===== src/rtl/core/pdmv_pkg.sv =====
`default_nettype none

package pdmv_pkg;

	localparam int ROW_W      = 20;
	localparam int WORD_W     = 32;
	localparam int Q_FRAC     = 16;
	localparam int PROD_W     = 2 * WORD_W;
	localparam int SUM_W      = PROD_W + 2;
	localparam int COEF_N     = 5;
	localparam int X_DEPTH    = 4;
	localparam int PEND_DEPTH = 2 * COEF_N;
	localparam int NUM_LANES  = 3;

	localparam int LANE_A = 0;
	localparam int LANE_B = 1;
	localparam int LANE_C = 2;

	localparam logic [ROW_W-1:0] ROW_COUNT_RESET = 20'd4;
	localparam logic [ROW_W-1:0] ROW_MIN         = 20'd4;
	localparam logic [ROW_W-1:0] FIRST_EMIT      = 20'd3;
	localparam logic [ROW_W-1:0] SECOND_EMIT     = 20'd4;

	typedef logic signed [WORD_W-1:0] word_t;

	localparam word_t Y_MAX = 32'sh7FFF_FFFF;
	localparam word_t Y_MIN = 32'sh8000_0000;

	localparam logic signed [SUM_W-1:0] ROUND_HALF = SUM_W'(32'd1 << (Q_FRAC - 1));

	typedef struct packed {
		word_t coef_1;
		word_t coef_2;
		word_t coef_3;
		word_t coef_4;
		word_t coef_5;
		word_t x_value;
	} in_item_t;

	typedef struct packed {
		logic [ROW_W-1:0] row_index;
		word_t            y_value;
		logic             last_row;
		logic             overflow;
	} out_item_t;

	typedef struct packed {
		word_t [COEF_N-1:0] coef;
		word_t [COEF_N-1:0] x;
	} lane_ops_t;

	typedef struct packed {
		word_t y;
		logic  ovf;
	} lane_res_t;

	typedef struct packed {
		logic [ROW_W-1:0] row_k;
		logic             ends_product;
	} stage_ctl_t;

	typedef struct packed {
		logic       emit;
		stage_ctl_t ctl;
	} front_t;

endpackage

`default_nettype wire


===== src/rtl/core/pdmv_window.sv =====
`default_nettype none

module pdmv_window (
	input  logic                                                clk,
	input  logic                                                arst_n,
	input  logic                                                cfg_we,
	input  logic [pdmv_pkg::ROW_W-1:0]                          cfg_wdata,
	input  logic                                                accept,
	input  pdmv_pkg::in_item_t                                  item,
	output pdmv_pkg::lane_ops_t [pdmv_pkg::NUM_LANES-1:0]       ops,
	output pdmv_pkg::front_t                                    front
);

	logic [pdmv_pkg::ROW_W-1:0] row_count_q;
	logic [pdmv_pkg::ROW_W-1:0] row_counter_q;
	logic [pdmv_pkg::ROW_W-1:0] n_eff;
	logic [pdmv_pkg::ROW_W-1:0] row_k;
	logic                       ends;
	logic                       emit;
	logic                       is_r1;
	logic                       is_r2;

	pdmv_pkg::word_t xw_q   [pdmv_pkg::X_DEPTH];
	pdmv_pkg::word_t pend_q [pdmv_pkg::PEND_DEPTH];
	pdmv_pkg::word_t coef   [pdmv_pkg::COEF_N];
	pdmv_pkg::word_t cur    [pdmv_pkg::COEF_N];

	always_comb begin
		n_eff = (row_count_q < pdmv_pkg::ROW_MIN) ? pdmv_pkg::ROW_MIN : row_count_q;
		row_k = row_counter_q + pdmv_pkg::ROW_W'(1);
		ends  = row_k >= n_eff;
		emit  = row_k >= pdmv_pkg::FIRST_EMIT;
		is_r1 = row_k == pdmv_pkg::FIRST_EMIT;
		is_r2 = row_k == pdmv_pkg::SECOND_EMIT;
	end

	always_comb begin
		coef[0] = item.coef_1;
		coef[1] = item.coef_2;
		coef[2] = item.coef_3;
		coef[3] = item.coef_4;
		coef[4] = item.coef_5;
		for (int i = 0; i < pdmv_pkg::X_DEPTH; i++) begin
			cur[i] = xw_q[i];
		end
		cur[pdmv_pkg::X_DEPTH] = item.x_value;
	end

	// lane A: row k-2, lane B: row k-1, lane C: row k
	always_comb begin
		ops = '0;
		for (int i = 0; i < pdmv_pkg::COEF_N; i++) begin
			ops[pdmv_pkg::LANE_A].coef[i] = pend_q[i];
		end
		if (is_r1) begin
			for (int i = 0; i < 3; i++) begin
				ops[pdmv_pkg::LANE_A].x[i] = cur[i + 2];
			end
		end else if (is_r2) begin
			for (int i = 0; i < 4; i++) begin
				ops[pdmv_pkg::LANE_A].x[i] = cur[i + 1];
			end
		end else begin
			for (int i = 0; i < pdmv_pkg::COEF_N; i++) begin
				ops[pdmv_pkg::LANE_A].x[i] = cur[i];
			end
		end
		for (int i = 0; i < 4; i++) begin
			ops[pdmv_pkg::LANE_B].coef[i] = pend_q[pdmv_pkg::COEF_N + i];
			ops[pdmv_pkg::LANE_B].x[i]    = cur[i + 1];
		end
		for (int i = 0; i < 3; i++) begin
			ops[pdmv_pkg::LANE_C].coef[i] = coef[i];
			ops[pdmv_pkg::LANE_C].x[i]    = cur[i + 2];
		end
	end

	always_comb begin
		front.emit             = emit;
		front.ctl.row_k        = row_k;
		front.ctl.ends_product = ends;
	end

	always_ff @(posedge clk or negedge arst_n) begin
		if (!arst_n) begin
			row_count_q   <= pdmv_pkg::ROW_COUNT_RESET;
			row_counter_q <= '0;
			for (int i = 0; i < pdmv_pkg::X_DEPTH; i++) begin
				xw_q[i] <= '0;
			end
		end else begin
			if (cfg_we) begin
				row_count_q <= cfg_wdata;
			end
			if (accept) begin
				row_counter_q <= ends ? '0 : row_k;
				for (int i = 0; i < pdmv_pkg::X_DEPTH; i++) begin
					xw_q[i] <= ends ? '0 : cur[i + 1];
				end
			end
		end
	end

	always_ff @(posedge clk) begin
		if (accept) begin
			for (int i = 0; i < pdmv_pkg::COEF_N; i++) begin
				pend_q[i]                   <= pend_q[pdmv_pkg::COEF_N + i];
				pend_q[pdmv_pkg::COEF_N + i] <= coef[i];
			end
		end
	end

endmodule

`default_nettype wire


===== config.mk =====
export PLATFORM = sky130hd
export DESIGN_NAME = pdmv_window
export DESIGN_NICKNAME = d
export VERILOG_FILES = /design/src/rtl/core/pdmv_pkg.sv /design/src/rtl/core/pdmv_window.sv
export SDC_FILE = /design/constraint.sdc
export NUM_CORES = 1
export LEC_CHECK = 0
export BUFFER_PORTS_ARGS = -buffer_cell sky130_fd_sc_hd__buf_2
export CAP_MARGIN = 20
export CORE_AREA = 2 2 461 463
export CTS_BUF_LIST = sky130_fd_sc_hd__clkbuf_4
export DETAILED_ROUTE_END_ITERATION = 12
export DIE_AREA = 0 0 463 465
export PLACE_DENSITY = 0.37
export SLEW_MARGIN = 40
export SYNTH_ARGS = -nofsm -noshare
export SYNTH_HDL_FRONTEND = slang
export SYNTH_SLANG_ARGS = --single-unit

===== constraint.sdc =====
create_clock -name clk -period 8.9 [get_ports clk]
set_input_delay 1.335 -clock clk [delete_from_list [all_inputs] [get_ports clk]]
set_output_delay 1.335 -clock clk [all_outputs]
set_load 0.01 [all_outputs]

==> results.json, run 1 <==
{
  "die_h_um": 465,
  "path_max_fanout": 30,
  "worst_slew_pin_slew_ns": 0.842,
  "die_width_um": 463,
  "finClkSkew_ns": 0.0991,
  "synth_ff_type": "edfxtp_1",
  "vias_per_cell": 3.46,
  "yosysWarnings": 0,
  "pwr-share-seq": 0.415,
  "antenna_found_initial": 48,
  "synth_area_per_cell_um2": 10.4,
  "min_path_type": "in -> reg",
  "cts_made_buffers": 153,
  "final_cell_mix": "buf_2, nand2_1, edfxtp_1",
  "critPathArrivalTime_ns": 5.91,
  "reg2reg_to": "ops[341]$_DFFE_PN0P_",
  "sw_frac_of_total": 0.391,
  "num_rows": 169,
  "first_global_vias": 19700,
  "holdPathStages": 1,
  "tritoncts": "yes",
  "cts_root_buf": "clkbuf_4",
  "clock-sinks": 488,
  "worstHoldStart": "item[51]",
  "firstDrtPassIters": 7,
  "core_area_mm2": 0.211,
  "synth_edf_count": 320,
  "synth_seq_cells": 488,
  "crit_type": "reg -> out",
  "holdWs_ns": 0.368,
  "ant_nets": 0,
  "ir_drop_mv": 0.0987,
  "drc": 0,
  "setup_tns_ns": 0,
  "internal_power_w": 0.00452,
  "grt_start_max_net_pins": 144,
  "htree_levels": 4,
  "rsz0062_at_grt": "no",
  "power.switching_w": 0.00290,
  "overflow": 0,
  "setup_violations": 0,
  "power_frac_clock": 0.323,
  "fin_crit_ns": 7.25,
  "path_clk_slew_ns": 0.07,
  "r2r_start": "row_counter_q[0]$_DFFE_PN0P_",
  "hold_viol_final": 0,
  "grt_use_total": 0.126,
  "reg2reg_depth": 14,
  "worst-r2r-setup-slack_ns": 3.51,
  "fin_nets": 3346,
  "start_util": 0.118,
  "cts_buffer_depth": 3,
  "dr.first_iter.drc_count": 1586,
  "vias": 20900,
  "routed_wl_mm": 142,
  "fill_cells": 24000,
  "critPathLaunchType": "register",
  "gp_congestion": 0.866,
  "status": "complete, no violations",
  "power_density_mw_per_mm2": 231,
  "comb_power_share": 0.263,
  "post-cts-setup-buffer-count": 0,
  "layout-drive-gt1-share": 0.408,
  "critPathCaptureType": "primary output",
  "drv_cap": 0,
  "max_freq_mhz": 138,
  "slew_viol_final": 0,
  "final_common_cell": "buf_2",
  "dp_hpwl_mm": 113,
  "portBuffers": 1005,
  "leakagePower_nw": 14.2,
  "synthCells": 2389,
  "synth_area_mm2": 0.0248,
  "area_growth_pct": 29.3,
  "grt_pass1_wl_mm": 185,
  "finalCritPeriodShare": 0.815,
  "synth_seq_area_share": 0.556,
  "synthArstFlopShare": 0.344,
  "holdPathEnd": "pend_q[9][19]$_DFFE_PP_",
  "dieArea_mm2": 0.215,
  "ys_types": 59,
  "slew_headroom": 0.439,
  "worst_ep_required_time_ns": 7.57,
  "post_drt_wl_per_cell_um": 23.5,
  "io_pins": 1198,
  "clkLatencyLatePin_ns": 1.14
}
[flip-flops by register name, summed over array words and instances, names as in the netlist]
name           flops
pend_q           320
row_count_q       20
ops               96
row_counter_q     20
cur               32
[power groups by stage]
stage	clock network, W	logic [W]	registers (W)
after detailed placement	0	0.00200	0.00313
after global routing	0.00264	0.00213	0.00311
final	0.00239	0.00195	0.00308
after CTS	0.00254	0.00200	0.00309
after global placement	0	0.00201	0.00313
after floorplan	0	0.00121	0.00296
[Yosys cell counts, drive strengths merged, types with 9 or more instances]
cell    number  area share
a21oi      165       0.033
buf        557        0.17
nand2      333       0.050
nor4       106       0.027
nand4       14      0.0035
dfrtp      167        0.17
nand3       14      0.0032
nor2        50      0.0076
clkbuf     112       0.017
o41ai        9      0.0035
o21ai       26      0.0052
edfxtp     320        0.39
o22ai      136       0.034
ha          22       0.011
and3        38      0.0096
xnor2       12      0.0042
a22oi       64       0.019
inv        165       0.025
[per-layer routing]
| layer | global-route usage | wire length [µm] | vias to the layer above |
|---|---|---|---|
| met5 | 0 | 215 | - |
| met4 | 0.0311 | 3000 | 32 |
| met3 | 0.0432 | 11500 | 224 |
| met2 | 0.226 | 73100 | 1124 |
| met1 | 0.143 | 54600 | 10400 |
| li1 | - | - | 9179 |
[stage by stage]
step | worst slack [ns] | utilization | total power, W | cells | cell area [µm²]
2_1_floorplan | 4.04 | - | 0.00418 | 2580 | 25600
3_3_place_gp | 2.52 | 0.142 | 0.00514 | 5767 | 29900
3_5_place_dp | 2.71 | 0.143 | 0.00513 | 5772 | 30000
4_1_cts | 1.32 | 0.152 | 0.00764 | 6042 | 32100
5_1_grt | 1.02 | 0.152 | 0.00788 | 6048 | 32100
6_report | 1.65 | 0.152 | 0.00742 | 6056 | 32100
[worst max-delay path by stage]
stage	start	end	slack, ns
floorplan	row_counter_q[0]$_DFFE_PN0P_	front[0]	4.04
global placement	row_counter_q[0]$_DFFE_PN0P_	ops[78]	2.52
detailed placement	row_counter_q[0]$_DFFE_PN0P_	ops[98]	2.71
CTS	row_counter_q[0]$_DFFE_PN0P_	ops[98]	1.32
global route	row_counter_q[0]$_DFFE_PN0P_	front[0]	1.02
finish	row_counter_q[0]$_DFFE_PN0P_	front[0]	1.65
[critical path, stage by stage (launching register included)]
cell and delay (ns):
dfrtp_1 0.49, ha_1 0.33, nand4_1 0.49, nor3_1 0.68, xor2_1 0.28, ha_1 0.31
a21o_1 0.20, a31o_2 0.21, a221oi_1 0.35, nor3_2 0.09, buf_4 0.20, nor3_2 0.61
inv_6 0.28, buf_2 0.24
[cell type report]
type	instances	area, µm²	share of cell area
diodes	13	32.5	0.00101
clock buffers	224	1680	0.0523
clock inverters	45	319	0.00993
inverters	166	631	0.0196
multi-input cells	1257	6670	0.208
flip-flops and latches	488	13800	0.430
well taps	2821	3530	0.110
repair buffers	1042	5450	0.170
[cells by family (layout without fill, tap and decap cells)]
group,count (synthesis),after routing,synth area share
flops,488,488,0.556
mux,4,4,0.00176
xor+xnor,16,16,0.00564
compound gates,433,433,0.107
simple gates,590,590,0.111
buf+inv,835,1477,0.207
other cells,1,205,0.000151
fa+ha+maj,22,22,0.0111
[timing repair]
action                                 4_1_cts  5_1_grt
endpoints found under the hold margin        3        0
gates resized for setup                      0        0
hold buffers                                 1        0
Power figures use the tool's default switching activity.
==> run 2: changes to the inputs <==
ABC_AREA = 1   (was not set)
CORE_AREA = 2 2 466 468   (was 2 2 461 463)
DIE_AREA = 0 0 468 470   (was 0 0 463 465)
clock period = 7.3 ns   (was 8.9 ns; I/O delays follow)
==> run 2 against run 1 <==
Worst setup slack got worse by 0.46 ns. Synthesized cell count increased by 9.9%. Die area grew 2.2%. Register-to-register slack worse by 0.51 ns. Core utilization increased by 0.41 points. Critical path depth grew 3. Global-route usage about the same. Critical endpoint is now ops[61].
==> results.json, run 2 <==
{
  "m1WireLength_mm": 54.2,
  "path_clk_slew_ns": 0.06,
  "synthCells": 2626,
  "routed_wl_mm": 146,
  "reg2reg_depth": 15,
  "overflow": 0,
  "tritoncts": "yes",
  "finClkSkew_ns": 0.121,
  "die_width_um": 468,
  "cts-resized-gates": 0,
  "setup_tns_ns": 0,
  "fin_crit_ns": 6.11,
  "min_path_type": "in -> reg",
  "largest_reg_flops": 320,
  "reg2reg_to": "row_counter_q[1]$_DFFE_PN0P_",
  "crit_type": "reg -> out",
  "grt_start_max_net_pins": 137,
  "portBuffers": 1005,
  "synthArstFlopShare": 0.344,
  "synth_area_leaders": "edfxtp_1, dfrtp_1, buf_4",
  "holdPathEnd": "pend_q[8][5]$_DFFE_PP_",
  "regMostFlops": "pend_q",
  "firstDrtPassIters": 5,
  "ir_drop_mv": 0.118,
  "max_freq_mhz": 164,
  "holdWs_ns": 0.220,
  "worst_slew_pin_slew_ns": 0.886,
  "antenna_found_initial": 20,
  "worst-r2r-setup-slack_ns": 3.00,
  "critical_path.max_stage_delay_ns": 0.53,
  "rsz0062_at_grt": "no",
  "clkLatencyLatePin_ns": 1.19,
  "routed.top_layer": "met5",
  "layout-drive-gt1-share": 0.355,
  "ys_types": 34,
  "fin_nets": 3755,
  "wl_met2_mm": 75.3,
  "dr.first_iter.drc_count": 1349,
  "clock-sinks": 488,
  "postCtsHoldBufs": 157,
  "cts_buffer_depth": 3,
  "die_h_um": 470,
  "num_rows": 171,
  "grt_use_total": 0.126,
  "slew_headroom": 0.410,
  "leakagePower_nw": 15.7,
  "cts_made_buffers": 157,
  "drc": 0,
  "cts_root_buf": "clkbuf_4",
  "synthTopCellsByCount": "nand2_1, buf_4, edfxtp_1",
  "drv_cap": 0,
  "yosysWarnings": 0,
  "crit_family": "simple AND/OR/NAND/NOR gates",
  "post-route-util": 0.156,
  "htree_levels": 4,
  "worst_path_most_repeated_cell": "nand2_1",
  "worst_ep_required_time_ns": 6.20,
  "synth_edf_count": 320,
  "start_util": 0.115,
  "worstHoldStart": "item[69]",
  "post-cts-setup-buffer-count": 0,
  "met3WireLength_mm": 10.8,
  "first_global_vias": 20800,
  "dp.cells": 6053,
  "synth_ff_type": "edfxtp_1",
  "synth_seq_area_share": 0.555,
  "critPathLaunchType": "register",
  "path_cells": "ha_1 -> nand2_1 -> nor2_4 -> nand3_1 -> nand2_1 -> nand2_1 -> nor2_1 -> nand3_1 -> nor2_4 -> buf_8 -> nand3_4 -> inv_6 -> buf_12 -> nand2_1 -> nand2_1 -> buf_2",
  "crit_slowest_cell": "inv_6",
  "hold_viol_final": 0,
  "post_drt_wl_per_cell_um": 22.4,
  "synth_area_per_cell_um2": 9.47,
  "final_cell_mix": "buf_2, nand2_1, edfxtp_1",
  "holdPathStages": 1,
  "area_growth_pct": 35.6,
  "yosysTopAreaCellShare": 0.386,
  "gp_congestion": 0.840,
  "slew_viol_final": 0,
  "dp_hpwl_mm": 114,
  "final_cell_area_mm2": 0.0337,
  "critPathCaptureType": "primary output",
  "dieArea_mm2": 0.220,
  "final_common_cell": "buf_2",
  "finalCritPeriodShare": 0.837,
  "critPathArrivalTime_ns": 5.01,
  "postPlaceCellArea_mm2": 0.0300,
  "synth_seq_cells": 488,
  "vias": 21500,
  "path_max_fanout": 78,
  "synth_area_mm2": 0.0249,
  "synth_most_common_cell": "nand2_1",
  "io_pins": 1198,
  "status": "complete, no violations",
  "core_area_mm2": 0.216,
  "power_density_mw_per_mm2": 280,
  "ant_nets": 0,
  "layoutNonFillerInstCount": 6506,
  "setup_violations": 0,
  "crit_buf_inv": 4,
  "grt_pass1_wl_mm": 189,
  "vias_per_cell": 3.30,
  "yosysTopAreaCell": "edfxtp_1",
  "r2r_start": "row_counter_q[2]$_DFFE_PN0P_"
}
[run 2: cell types whose count changed in the layout (fill, tap and decap cells not counted), moves of 101 or more]
cell           change
nand2_1          +366
o21ai_0          +180
a21oi_1          -159
dlygate4sd3_1    +156
o22ai_1          -136
nor4_1           -101
[run 2: logic make-up after synthesis]
kind of cell | share of synthesized area
mux | 0.000453
compound gates | 0.0443
buf+inv | 0.207
simple gates | 0.180
other cells | 0.000151
fa+ha+maj | 0.0111
flops | 0.555
xor+xnor | 0.00211
[run 2: layout make-up]
type                       instances  area (µm²)
multi-input combinational       1500        6650
fill                           24700      182000
clock inverter                    55         374
timing repair buffer            1187        6940
tap                             2854        3570
sequential                       488       13800
antenna                           19        47.5
clock buffer                     220        1650
inverter                         183         697
[run 2: routing by layer]
metal	up-vias	global-route usage
li1	9765	-
met1	10500	0.136
met2	1072	0.231
met3	194	0.0337
met4	8	0.0543
met5	-	0
[run 2: stage by stage]
stage	setup WS, ns	total power [W]
3_3_place_gp	1.92	0.00658
4_1_cts	0.522	0.00972
6_report	1.19	0.00944
5_1_grt	0.542	0.0100
3_5_place_dp	1.91	0.00658
2_1_floorplan	3.40	0.00507
[run 2: worst max-delay path by stage]
stage                                       from  endpoint  cells past startpoint
global route        row_counter_q[0]$_DFFE_PN0P_   ops[32]                     16
finish              row_counter_q[0]$_DFFE_PN0P_   ops[61]                     16
floorplan           row_counter_q[0]$_DFFE_PN0P_  front[0]                     18
global placement    row_counter_q[0]$_DFFE_PN0P_   ops[21]                     14
detailed placement  row_counter_q[0]$_DFFE_PN0P_   ops[21]                     14
CTS                 row_counter_q[0]$_DFFE_PN0P_   ops[21]                     14
[run 2: power by group]
group          switching (W)  internal, W
Sequential          0.000254      0.00322
Clock                0.00150      0.00144
Combinational        0.00210     0.000932
